## src/hw/rtl/slcr_pkg.sv

```systemverilog
// Shared types and constants for the stroke line canvas rasterizer.
// Used by the controller, datapath, top level and checker; no dependencies of its own.
`timescale 1ns / 1ps

package slcr_pkg;

  // item field widths
  localparam int MODE_W  = 2;
  localparam int XCOORD_W = 9;
  localparam int YCOORD_W = 8;
  localparam int CIDX_W  = 5;
  localparam int CELL_W  = 8;
  localparam int STEP_W  = 9;

  // item opcodes (code 3 is unused and returns an all-zero result)
  localparam logic [MODE_W-1:0] MODE_CLEAR  = 2'd0;
  localparam logic [MODE_W-1:0] MODE_STROKE = 2'd1;
  localparam logic [MODE_W-1:0] MODE_READ   = 2'd2;

  localparam logic [CELL_W-1:0] INK_VALUE = 8'd255;
  localparam logic [STEP_W-1:0] STEP_MAX  = 9'd511;

  // mark sequence runs over four phases: read above; read center, write above; read below, write center; write below
  localparam logic [1:0] MARK_LAST = 2'd3;

  typedef struct packed {
    logic       load;      // latch the accepted item
    logic       clear;     // wipe the canvas
    logic       setup;     // compute line deltas
    logic       walk;      // emit a point if no mark is pending
    logic       mark;      // run one mark phase
    logic [1:0] phase;
    logic       rd_item;   // read the cell row asked for by a read item
    logic       out_load;  // capture the result into the output register
  } slcr_cmd_t;

  typedef struct packed {
    logic mark_needed;
    logic walk_fin;
  } slcr_stat_t;

endpackage

```

## src/hw/rtl/slcr_canvas.sv

```systemverilog
// Canvas storage: one row of GRID_SIDE bits per entry, with a valid flag per row.
// A row whose flag is low reads as zero, so a clear only drops the row flags.
`timescale 1ns / 1ps

module slcr_canvas #(
  parameter int GRID_SIDE = 28
) (
  input  logic                         clk,
  input  logic                         rst,
  input  logic                         clr,
  input  logic                         rd_en,
  input  logic [$clog2(GRID_SIDE)-1:0] rd_addr,
  input  logic                         wr_en,
  input  logic [$clog2(GRID_SIDE)-1:0] wr_addr,
  input  logic [GRID_SIDE-1:0]         wr_data,
  output logic [GRID_SIDE-1:0]         rd_data
);

  logic [GRID_SIDE-1:0] mem [GRID_SIDE];
  logic [GRID_SIDE-1:0] row_valid;

  always_ff @(posedge clk) begin
    if (rst || clr) begin
      row_valid <= '0;
    end else if (wr_en) begin
      row_valid[wr_addr] <= 1'b1;
    end
  end

  always_ff @(posedge clk) begin
    if (wr_en) begin
      mem[wr_addr] <= wr_data;
    end
    if (rd_en) begin
      rd_data <= row_valid[rd_addr] ? mem[rd_addr] : '0;
    end
  end

endmodule

```

## src/hw/rtl/slcr_dp.sv

```systemverilog
// Datapath: item registers, Bresenham walker, point-to-cell mapping, mark
// sequencing into the canvas, and the result register. Uses slcr_pkg, slcr_canvas.
`timescale 1ns / 1ps

module slcr_dp #(
  parameter int GRID_SIDE     = 28,
  parameter int CELL_SIZE     = 8,
  parameter int GRID_X_OFFSET = 48,
  parameter int GRID_Y_OFFSET = 8,
  parameter int SCREEN_WIDTH  = 320,
  parameter int SCREEN_HEIGHT = 240
) (
  input  logic                                clk,
  input  logic                                rst,
  input  slcr_pkg::slcr_cmd_t                 cmd,
  output slcr_pkg::slcr_stat_t                stat,
  input  logic [slcr_pkg::MODE_W-1:0]         mode,
  input  logic [slcr_pkg::XCOORD_W-1:0]       x_start,
  input  logic [slcr_pkg::YCOORD_W-1:0]       y_start,
  input  logic [slcr_pkg::XCOORD_W-1:0]       x_end,
  input  logic [slcr_pkg::YCOORD_W-1:0]       y_end,
  input  logic [slcr_pkg::CIDX_W-1:0]         read_row,
  input  logic [slcr_pkg::CIDX_W-1:0]         read_col,
  output logic [slcr_pkg::CELL_W-1:0]         cell_value,
  output logic [slcr_pkg::STEP_W-1:0]         step_count
);

  localparam int IW   = $clog2(GRID_SIDE);
  localparam int XW   = $clog2(SCREEN_WIDTH);
  localparam int YW   = $clog2(SCREEN_HEIGHT);
  localparam int MW   = (XW > YW) ? XW : YW;
  localparam int EW   = MW + 3;
  localparam int SPAN = GRID_SIDE * CELL_SIZE;
  localparam int DW   = $clog2(SPAN);
  localparam int OW0  = (MW > 8) ? MW : 8;
  localparam int OW   = (OW0 > DW + 1) ? OW0 : DW + 1;
  localparam int RLW  = OW + 2;
  // exact reciprocal: rx < 2^DW and rounding error < 16 keep the floor exact
  localparam int SH   = DW + 4;
  localparam int MULT = (2 ** SH + CELL_SIZE - 1) / CELL_SIZE;
  localparam int PW   = DW + SH + 1;
  localparam int SW   = IW + 2;

  // item registers
  logic [slcr_pkg::MODE_W-1:0] mode_q;
  logic [slcr_pkg::CIDX_W-1:0] item_row;
  logic [slcr_pkg::CIDX_W-1:0] item_col;
  logic [XW-1:0] x, xe;
  logic [YW-1:0] y, ye;

  // walker
  logic signed [EW-1:0] dx, dy, err;
  logic sx_neg, sy_neg;
  logic w_done;
  logic [slcr_pkg::STEP_W-1:0] count;

  // point stage and last marked cell
  logic          pv, p_in, p_last;
  logic [IW-1:0] p_col, p_row;
  logic          last_v;
  logic [IW-1:0] last_col, last_row;

  // canvas port
  logic                 rd_en, wr_en;
  logic [IW-1:0]        rd_addr, wr_addr;
  logic [GRID_SIDE-1:0] wr_data, rd_data;

  function automatic logic [XW-1:0] clamp_x(input logic [slcr_pkg::XCOORD_W-1:0] v);
    if (32'(v) > 32'(SCREEN_WIDTH - 1)) return XW'(SCREEN_WIDTH - 1);
    return XW'(v);
  endfunction

  function automatic logic [YW-1:0] clamp_y(input logic [slcr_pkg::YCOORD_W-1:0] v);
    if (32'(v) > 32'(SCREEN_HEIGHT - 1)) return YW'(SCREEN_HEIGHT - 1);
    return YW'(v);
  endfunction

  function automatic logic row_ok(input logic signed [SW-1:0] r);
    return (r >= 0) && (r < $signed(SW'(GRID_SIDE)));
  endfunction

  // ---- current point: window test and cell index
  logic signed [RLW-1:0] rx, ry;
  logic                  inx, iny;
  logic [PW-1:0]         prod_x, prod_y;
  logic                  is_last;
  logic signed [EW-1:0]  e2, err_next;
  logic                  step_x, step_y;
  logic signed [EW-1:0]  dx_set, dy_set;

  assign rx  = $signed(RLW'(x)) - $signed(RLW'(GRID_X_OFFSET));
  assign ry  = $signed(RLW'(y)) - $signed(RLW'(GRID_Y_OFFSET));
  assign inx = (rx >= 0) && (rx < $signed(RLW'(SPAN)));
  assign iny = (ry >= 0) && (ry < $signed(RLW'(SPAN)));
  assign prod_x = PW'(rx[DW-1:0]) * PW'(MULT);
  assign prod_y = PW'(ry[DW-1:0]) * PW'(MULT);
  assign is_last = (x == xe) && (y == ye);

  assign e2       = err <<< 1;
  assign step_x   = (e2 >= dy);
  assign step_y   = (e2 <= dx);
  assign err_next = err + (step_x ? dy : '0) + (step_y ? dx : '0);

  assign dx_set = (xe >= x) ? $signed(EW'(xe) - EW'(x)) : $signed(EW'(x) - EW'(xe));
  assign dy_set = (ye >= y) ? $signed(EW'(y) - EW'(ye)) : $signed(EW'(ye) - EW'(y));

  assign stat.mark_needed = pv && p_in &&
                            !(last_v && (last_col == p_col) && (last_row == p_row));
  assign stat.walk_fin    = pv && p_last && !stat.mark_needed;

  // ---- item latch and walker
  always_ff @(posedge clk) begin
    if (cmd.load) begin
      mode_q   <= mode;
      item_row <= read_row;
      item_col <= read_col;
      x  <= clamp_x(x_start);
      y  <= clamp_y(y_start);
      xe <= clamp_x(x_end);
      ye <= clamp_y(y_end);
    end else if (cmd.setup) begin
      dx     <= dx_set;
      dy     <= dy_set;
      err    <= dx_set + dy_set;
      sx_neg <= !(x < xe);
      sy_neg <= !(y < ye);
      count  <= '0;
    end else if (cmd.walk && !stat.mark_needed && !w_done) begin
      p_in   <= inx && iny;
      p_col  <= prod_x[SH +: IW];
      p_row  <= prod_y[SH +: IW];
      p_last <= is_last;
      if (count != slcr_pkg::STEP_MAX) begin
        count <= count + 1'b1;
      end
      if (!is_last) begin
        err <= err_next;
        if (step_x) x <= sx_neg ? x - 1'b1 : x + 1'b1;
        if (step_y) y <= sy_neg ? y - 1'b1 : y + 1'b1;
      end
    end
  end

  // ---- walker control flags
  always_ff @(posedge clk) begin
    if (rst) begin
      pv     <= 1'b0;
      w_done <= 1'b0;
      last_v <= 1'b0;
    end else if (cmd.setup) begin
      pv     <= 1'b0;
      w_done <= 1'b0;
      last_v <= 1'b0;
    end else if (cmd.walk && !stat.mark_needed && !w_done) begin
      pv     <= 1'b1;
      w_done <= is_last;
    end else if (cmd.mark && (cmd.phase == slcr_pkg::MARK_LAST)) begin
      last_v <= 1'b1;
    end
  end

  always_ff @(posedge clk) begin
    if (cmd.mark && (cmd.phase == slcr_pkg::MARK_LAST)) begin
      last_col <= p_col;
      last_row <= p_row;
    end
  end

  // ---- canvas access: read-modify-write of the three rows a mark touches
  logic signed [SW-1:0] ph_s, rd_row_s, wr_row_s;
  logic [GRID_SIDE-1:0] oh, mask;
  logic                 item_in_range;

  assign ph_s     = $signed(SW'(cmd.phase));
  assign rd_row_s = $signed(SW'(p_row)) + ph_s - $signed(SW'(1));
  assign wr_row_s = $signed(SW'(p_row)) + ph_s - $signed(SW'(2));
  assign oh       = GRID_SIDE'(1) << p_col;
  // center row gets the cell and its left and right neighbors
  assign mask     = (cmd.phase == 2'd2) ? (oh | (oh << 1) | (oh >> 1)) : oh;
  assign item_in_range = (32'(item_row) < 32'(GRID_SIDE)) &&
                         (32'(item_col) < 32'(GRID_SIDE));

  always_comb begin
    rd_en   = 1'b0;
    rd_addr = rd_row_s[IW-1:0];
    wr_en   = 1'b0;
    wr_addr = wr_row_s[IW-1:0];
    wr_data = rd_data | mask;
    if (cmd.rd_item) begin
      rd_en   = item_in_range;
      rd_addr = IW'(item_row);
    end else if (cmd.mark) begin
      rd_en = (cmd.phase != slcr_pkg::MARK_LAST) && row_ok(rd_row_s);
      wr_en = (cmd.phase != 2'd0) && row_ok(wr_row_s);
    end
  end

  slcr_canvas #(
    .GRID_SIDE(GRID_SIDE)
  ) u_canvas (
    .clk     (clk),
    .rst     (rst),
    .clr     (cmd.clear),
    .rd_en   (rd_en),
    .rd_addr (rd_addr),
    .wr_en   (wr_en),
    .wr_addr (wr_addr),
    .wr_data (wr_data),
    .rd_data (rd_data)
  );

  // ---- result register
  always_ff @(posedge clk) begin
    if (cmd.out_load) begin
      cell_value <= ((mode_q == slcr_pkg::MODE_READ) && item_in_range &&
                     rd_data[IW'(item_col)]) ? slcr_pkg::INK_VALUE : '0;
      step_count <= (mode_q == slcr_pkg::MODE_STROKE) ? count : '0;
    end
  end

endmodule

```

## src/hw/rtl/slcr_ctrl.sv

```systemverilog
// Controller: item sequencing state machine and output valid flag.
// Uses slcr_pkg for opcodes and the command/status structs.
`timescale 1ns / 1ps

module slcr_ctrl (
  input  logic                        clk,
  input  logic                        rst,
  input  logic                        in_valid,
  output logic                        in_ready,
  input  logic [slcr_pkg::MODE_W-1:0] mode,
  output logic                        out_valid,
  input  logic                        out_ready,
  output slcr_pkg::slcr_cmd_t         cmd,
  input  slcr_pkg::slcr_stat_t        stat
);

  typedef enum logic [6:0] {
    S_IDLE  = 7'b000_0001,
    S_CLR   = 7'b000_0010,
    S_RD    = 7'b000_0100,
    S_SETUP = 7'b000_1000,
    S_WALK  = 7'b001_0000,
    S_MARK  = 7'b010_0000,
    S_FIN   = 7'b100_0000
  } state_t;

  state_t     state, state_next;
  logic [1:0] phase, phase_next;
  logic       out_valid_next;

  assign in_ready = (state == S_IDLE);

  always_comb begin
    state_next = state;
    phase_next = phase;
    cmd        = '0;
    cmd.phase  = phase;
    case (state)
      S_IDLE: begin
        if (in_valid) begin
          cmd.load = 1'b1;
          case (mode)
            slcr_pkg::MODE_CLEAR:  state_next = S_CLR;
            slcr_pkg::MODE_STROKE: state_next = S_SETUP;
            slcr_pkg::MODE_READ:   state_next = S_RD;
            default:               state_next = S_FIN;
          endcase
        end
      end
      S_CLR: begin
        cmd.clear  = 1'b1;
        state_next = S_FIN;
      end
      S_RD: begin
        cmd.rd_item = 1'b1;
        state_next  = S_FIN;
      end
      S_SETUP: begin
        cmd.setup  = 1'b1;
        state_next = S_WALK;
      end
      S_WALK: begin
        cmd.walk = 1'b1;
        if (stat.mark_needed) begin
          phase_next = '0;
          state_next = S_MARK;
        end else if (stat.walk_fin) begin
          state_next = S_FIN;
        end
      end
      S_MARK: begin
        cmd.mark   = 1'b1;
        phase_next = phase + 1'b1;
        if (phase == slcr_pkg::MARK_LAST) begin
          state_next = S_WALK;
        end
      end
      S_FIN: begin
        // hold here until the result register is free
        if (!out_valid || out_ready) begin
          cmd.out_load = 1'b1;
          state_next   = S_IDLE;
        end
      end
      default: state_next = S_IDLE;
    endcase
  end

  assign out_valid_next = cmd.out_load ? 1'b1 : (out_ready ? 1'b0 : out_valid);

  always_ff @(posedge clk) begin
    if (rst) begin
      state     <= S_IDLE;
      phase     <= '0;
      out_valid <= 1'b0;
    end else begin
      state     <= state_next;
      phase     <= phase_next;
      out_valid <= out_valid_next;
    end
  end

endmodule

```

## src/hw/rtl/stroke_line_canvas_rasterizer_unit.sv

```systemverilog
// Stroke: N = max(|dx|,|dy|)+1 points are walked one per cycle; each time the walk lands in a window
// cell other than the last one marked, it stalls for 4 row read-modify-write phases.
// One item at a time: in_ready returns the cycle after the result is loaded; a held result stalls.
// Reset (rst, synchronous) clears the controller, the walker flags and all canvas row flags.
// Top level: controller and datapath, uses slcr_pkg, slcr_ctrl, slcr_dp.
`timescale 1ns / 1ps

module stroke_line_canvas_rasterizer_unit #(
  parameter int GRID_SIDE     = 28,
  parameter int CELL_SIZE     = 8,
  parameter int GRID_X_OFFSET = 48,
  parameter int GRID_Y_OFFSET = 8,
  parameter int SCREEN_WIDTH  = 320,
  parameter int SCREEN_HEIGHT = 240
) (
  input  logic                          clk,
  input  logic                          rst,
  input  logic                          in_valid,
  output logic                          in_ready,
  input  logic [slcr_pkg::MODE_W-1:0]   mode,
  input  logic [slcr_pkg::XCOORD_W-1:0] x_start,
  input  logic [slcr_pkg::YCOORD_W-1:0] y_start,
  input  logic [slcr_pkg::XCOORD_W-1:0] x_end,
  input  logic [slcr_pkg::YCOORD_W-1:0] y_end,
  input  logic [slcr_pkg::CIDX_W-1:0]   read_row,
  input  logic [slcr_pkg::CIDX_W-1:0]   read_col,
  output logic                          out_valid,
  input  logic                          out_ready,
  output logic [slcr_pkg::CELL_W-1:0]   cell_value,
  output logic [slcr_pkg::STEP_W-1:0]   step_count
);

  slcr_pkg::slcr_cmd_t  cmd;
  slcr_pkg::slcr_stat_t stat;

  slcr_ctrl u_ctrl (
    .clk       (clk),
    .rst       (rst),
    .in_valid  (in_valid),
    .in_ready  (in_ready),
    .mode      (mode),
    .out_valid (out_valid),
    .out_ready (out_ready),
    .cmd       (cmd),
    .stat      (stat)
  );

  slcr_dp #(
    .GRID_SIDE     (GRID_SIDE),
    .CELL_SIZE     (CELL_SIZE),
    .GRID_X_OFFSET (GRID_X_OFFSET),
    .GRID_Y_OFFSET (GRID_Y_OFFSET),
    .SCREEN_WIDTH  (SCREEN_WIDTH),
    .SCREEN_HEIGHT (SCREEN_HEIGHT)
  ) u_dp (
    .clk        (clk),
    .rst        (rst),
    .cmd        (cmd),
    .stat       (stat),
    .mode       (mode),
    .x_start    (x_start),
    .y_start    (y_start),
    .x_end      (x_end),
    .y_end      (y_end),
    .read_row   (read_row),
    .read_col   (read_col),
    .cell_value (cell_value),
    .step_count (step_count)
  );

endmodule

```

## config.mk

```make
export PLATFORM = sky130hd
export DESIGN_NAME = stroke_line_canvas_rasterizer_unit
export DESIGN_NICKNAME = d
export VERILOG_FILES = /design/src/hw/rtl/slcr_pkg.sv /design/src/hw/rtl/slcr_canvas.sv /design/src/hw/rtl/slcr_dp.sv /design/src/hw/rtl/slcr_ctrl.sv /design/src/hw/rtl/stroke_line_canvas_rasterizer_unit.sv
export SDC_FILE = /design/constraint.sdc
export NUM_CORES = 2
export LEC_CHECK = 0
export ABC_AREA = 1
export BUFFER_PORTS_ARGS = -buffer_cell sky130_fd_sc_hd__buf_4
export CAP_MARGIN = 25
export CELL_PAD_IN_SITES_DETAIL_PLACEMENT = 0
export CELL_PAD_IN_SITES_GLOBAL_PLACEMENT = 1
export CORE_MARGIN = 5
export CORE_UTILIZATION = 46
export DETAILED_ROUTE_END_ITERATION = 12
export GPL_ROUTABILITY_DRIVEN = 0
export PLACE_DENSITY = 0.8
export REMOVE_ABC_BUFFERS = 1
export SLEW_MARGIN = 25
export SYNTH_ARGS = -nofsm -noshare
export SYNTH_HDL_FRONTEND = slang
export SYNTH_SLANG_ARGS = --single-unit
export TNS_END_PERCENT = 1
```

## constraint.sdc

```tcl
create_clock -name clk -period 4.2 [get_ports clk]
set_input_delay 0.84 -clock clk [delete_from_list [all_inputs] [get_ports clk]]
set_output_delay 0.84 -clock clk [all_outputs]
set_load 0.05 [all_outputs]
```

==> results.json <==
{
  "filler_cell_count": 8836,
  "power_frac_clock_pct": 39.2,
  "hp-class": "input port to flip-flop",
  "globalRoute.busiestLayer": "met2",
  "tritoncts": "yes",
  "post-route-util_pct": 52.71,
  "fin_setup_tns_ns": 0,
  "synth_seq_area_share_pct": 61.49,
  "detail_route.wl_per_cell_um": 20.05,
  "combinational_share_of_power_pct": 14.2,
  "required_ns": 4.61,
  "largest_family_of_logic_cells_by_synthesized_area": "simple AND/OR/NAND/NOR gates",
  "cts.hold.buffers_added": 0,
  "yosys.area_share.simple_pct": 19.52,
  "use_met3_pct": 4.249,
  "clock-root-buffer": "clkbuf_16",
  "total_switching_power_mw": 5.974,
  "diodes": 0,
  "placed_instance_area_um2": 50030,
  "drc": 0,
  "nets": 5018,
  "synth-compound-area-share_pct": 5.524,
  "cpMaxStageDelayCell": "fa_1",
  "path_class": "flip-flop to flip-flop",
  "yosys-top-cells-count": "1192 x nand2_1, 931 x edfxtp_1, 816 x inv_1",
  "grt-ovfl-total": 0,
  "grt_antenna_before_repair": 1,
  "layout_worst_path_cycle_share_pct": 95.72,
  "final_area_um2": 53470,
  "die_height_um": 329.0,
  "grtUsageMet2_pct": 35.68,
  "clock_insertion_delay_worst_skew_ns": 0.70,
  "critical_path.startpoint_type": "flip-flop",
  "p_leak_nw": 22.30,
  "numCtsBuffers": 103,
  "cts.path.max_buffers": 3,
  "postCtsSetupBuffers": 0,
  "num_rows": 117,
  "synth_area_um2": 46800,
  "fin_worst_skew_ns": 0.04662,
  "most_numerous_cell_in_the_yosys_netlist": "nand2_1",
  "worst_slew_pin_slew_ns": 1.053,
  "muxShareOfSynthArea_pct": 0,
  "power.share.switching_pct": 25.78,
  "synth_async_sr_flop_share_pct": 0,
  "path_cells": "buf_4 > ha_1 > nand2_1 > o21ai_0 > nand3_1 > nand3_1 > xor2_1 > buf_4 > nand2_1 > fa_1 > inv_1 > ha_1 > inv_1 > fa_2 > o21ai_2 > nand2_1 > nand2_1 > a21oi_1 > nor2_1 > o21ai_1 > nand2_1 > nand2_1 > nand3_1 > nand2_1",
  "floorplan.io_pins": 69,
  "fin_hold_ws_ns": 0.3106,
  "grt_pass1_vias": 31230,
  "grt_util_met1_pct": 33.40,
  "drv_cap": 0,
  "synth_edf_count": 931,
  "drt_first_iter_violations": 3384,
  "cts_resized": 0,
  "setup_viol": 0,
  "run_status": "finished, final reports clean",
  "largest_net_degree_at_the_start_of_global_routing": 86,
  "port-buffer-count": 68,
  "timing.final.crit_period_ns": 4.020,
  "track_usage_pct": 22.84,
  "synth_cell_type_count": 52,
  "synth.largest_area_cell": "edfxtp_1",
  "synth_xor_area_share_pct": 0.8983,
  "slew-limit-headroom_pct": 29.77,
  "fp.dieArea_um2": 108200,
  "total_wirelength_of_the_detailed_routed_design_mm": 126.2,
  "clkSlewWorstSetupHoldPaths_ns": 0.06,
  "drive_above_1_share_pct": 9.279,
  "yosys.area_share.adder_pct": 3.620,
  "synth-main-ff-cell": "edfxtp_1",
  "rsz0062_at_grt": "true",
  "path_common_cell": "nand2_1",
  "critical_path.max_fanout": 6,
  "synthToLayoutAreaGrowth_pct": 14.26,
  "power_report.internal_total_mw": 17.20,
  "postRouteAntennaNets": 0,
  "timing.final.max_slew_violations": 0,
  "final.setup.worst_slack_ns": 0.1796,
  "yosysWarningCount": 0,
  "power.sequential.fraction_pct": 46.6,
  "worst_path_largest_cell_delay_ns": 0.43,
  "synth_top_cells_by_area": "edfxtp_1 60%, nand2_1 9.6%, inv_1 6.5%",
  "dp_slack_ns": 0.05237,
  "detailedRoute.firstPassIterationCount": 6,
  "synthesis.instances": 4726,
  "core_area_um2": 101400,
  "postSynthAreaPerCell_um2": 9.902,
  "via_per_inst": 5.295,
  "detailed_place_hpwl_mm": 75.18,
  "cpLargestDelayFamily": "adder cells",
  "chip_width_um": 329.0,
  "start_util_pct": 46.13,
  "endpoint_kind": "flip-flop",
  "cp.buffers_inverters": 4,
  "number_of_storage_elements_in_the_synthesis_netlist": 972,
  "numClockSinks": 972,
  "vdd_ir_drop_max_v": 0.0003980,
  "power-per-cell-area_nw_per_um2": 433.4,
  "timing.critical_path.arrival_ns": 4.43,
  "grt_pass1_wl_mm": 188.7,
  "htreeDepth": 3,
  "dr_total_vias": 33320,
  "timing.fmax_ghz": 0.2487,
  "synth_largest_type_area_fraction_pct": 59.74,
  "hold_viol": 0
}
## layout make-up
cell class	instances	area [µm²]	area share, %
Clock inverter	65	709.4	1.327
Multi-Input combinational cell	2713	14220	26.59
Inverter	822	3088	5.775
Sequential cell	972	28780	53.82
Timing Repair Buffer	232	2307	4.315
Tap cell	1368	1712	3.201
Clock buffer	121	2655	4.966
## metal layers
| layer | up-vias | share of wire [%] |
|---|---|---|
| met4 | 0 | 1.8 |
| met3 | 173 | 8.5 |
| met5 | - | 0 |
| li1 | 15880 | - |
| met1 | 16030 | 44 |
| met2 | 1234 | 45 |
## cell families (layout without fill, tap and decap cells)
family | Yosys count | after routing
simple gates | 2107 | 2107
compound gates | 434 | 434
buf+inv | 1041 | 1240
xor+xnor | 48 | 48
flops | 972 | 972
fa+ha+maj | 124 | 124
## state kept, by name, indices dropped and copies added, names as in the netlist, 7 cells and up
signal,count
u_dp.u_canvas.mem,784
u_dp.u_canvas.rd_data,28
u_dp.u_canvas.row_valid,28
u_dp.err,11
u_dp.dx,10
u_dp.count,9
u_dp.dy,9
u_dp.step_count,9
u_dp.x,9
u_dp.xe,9
u_dp.y,8
u_dp.ye,8
u_ctrl.state,7
## layout by cell type (no fill, tap or decap), types with 41 or more instances in the layout
| cell | count |
|---|---|
| o211ai_1 | 114 |
| inv_1 | 814 |
| a21oi_1 | 143 |
| dfxtp_1 | 41 |
| edfxtp_1 | 931 |
| clkbuf_16 | 103 |
| o21ai_0 | 122 |
| nand2_1 | 1183 |
| buf_4 | 186 |
| buf_12 | 44 |
| nand3_1 | 552 |
| ha_1 | 104 |
| nand3b_1 | 89 |
| nor2_1 | 158 |
## worst reg2reg max path, cell delays in order, from the launching register on
cell and delay, ns:
edfxtp_1 0.40, buf_4 0.16, ha_1 0.29, nand2_1 0.05
o21ai_0 0.25, nand3_1 0.11, nand3_1 0.11, xor2_1 0.16
buf_4 0.17, nand2_1 0.07, fa_1 0.43, inv_1 0.07
ha_1 0.18, inv_1 0.08, fa_2 0.36, o21ai_2 0.16
nand2_1 0.07, nand2_1 0.08, a21oi_1 0.09, nor2_1 0.16
o21ai_1 0.10, nand2_1 0.07, nand2_1 0.05, nand3_1 0.06
nand2_1 0.05
## metrics by stage
step | total power, mW | std cells
finish | 23.18 | 6293
global route | 24.12 | 6293
CTS | 23.24 | 6292
detailed placement | 14.23 | 6106
global placement | 14.17 | 6105
floorplan | 13.03 | 4507
## worst paths after layout
| kind | slack, ns | cells after the start | startpoint | endpoint |
|---|---|---|---|---|
| setup / recovery | 0.18 | 24 | u_dp.err[2] | u_dp.err[9] |
| hold / removal | 0.31 | 1 | read_col[3] | u_dp.item_col[3] |
| setup reg to reg | 0.18 | 24 | u_dp.err[2] | u_dp.err[9] |
| hold reg to reg | 0.46 | 2 | u_dp.u_canvas.row_valid[15] | u_dp.u_canvas.row_valid[15] |
## power groups by stage
| stage | clock network [mW] | registers [mW] | logic [mW] |
|---|---|---|---|
| floorplan | 0 | 11.0 | 2.04 |
| global placement | 0 | 11.0 | 3.18 |
| detailed placement | 0 | 11.0 | 3.23 |
| CTS | 9.20 | 10.8 | 3.25 |
| global route | 9.63 | 10.8 | 3.69 |
| finish | 9.08 | 10.8 | 3.30 |
No activity file was read; power rests on OpenSTA's default activity.
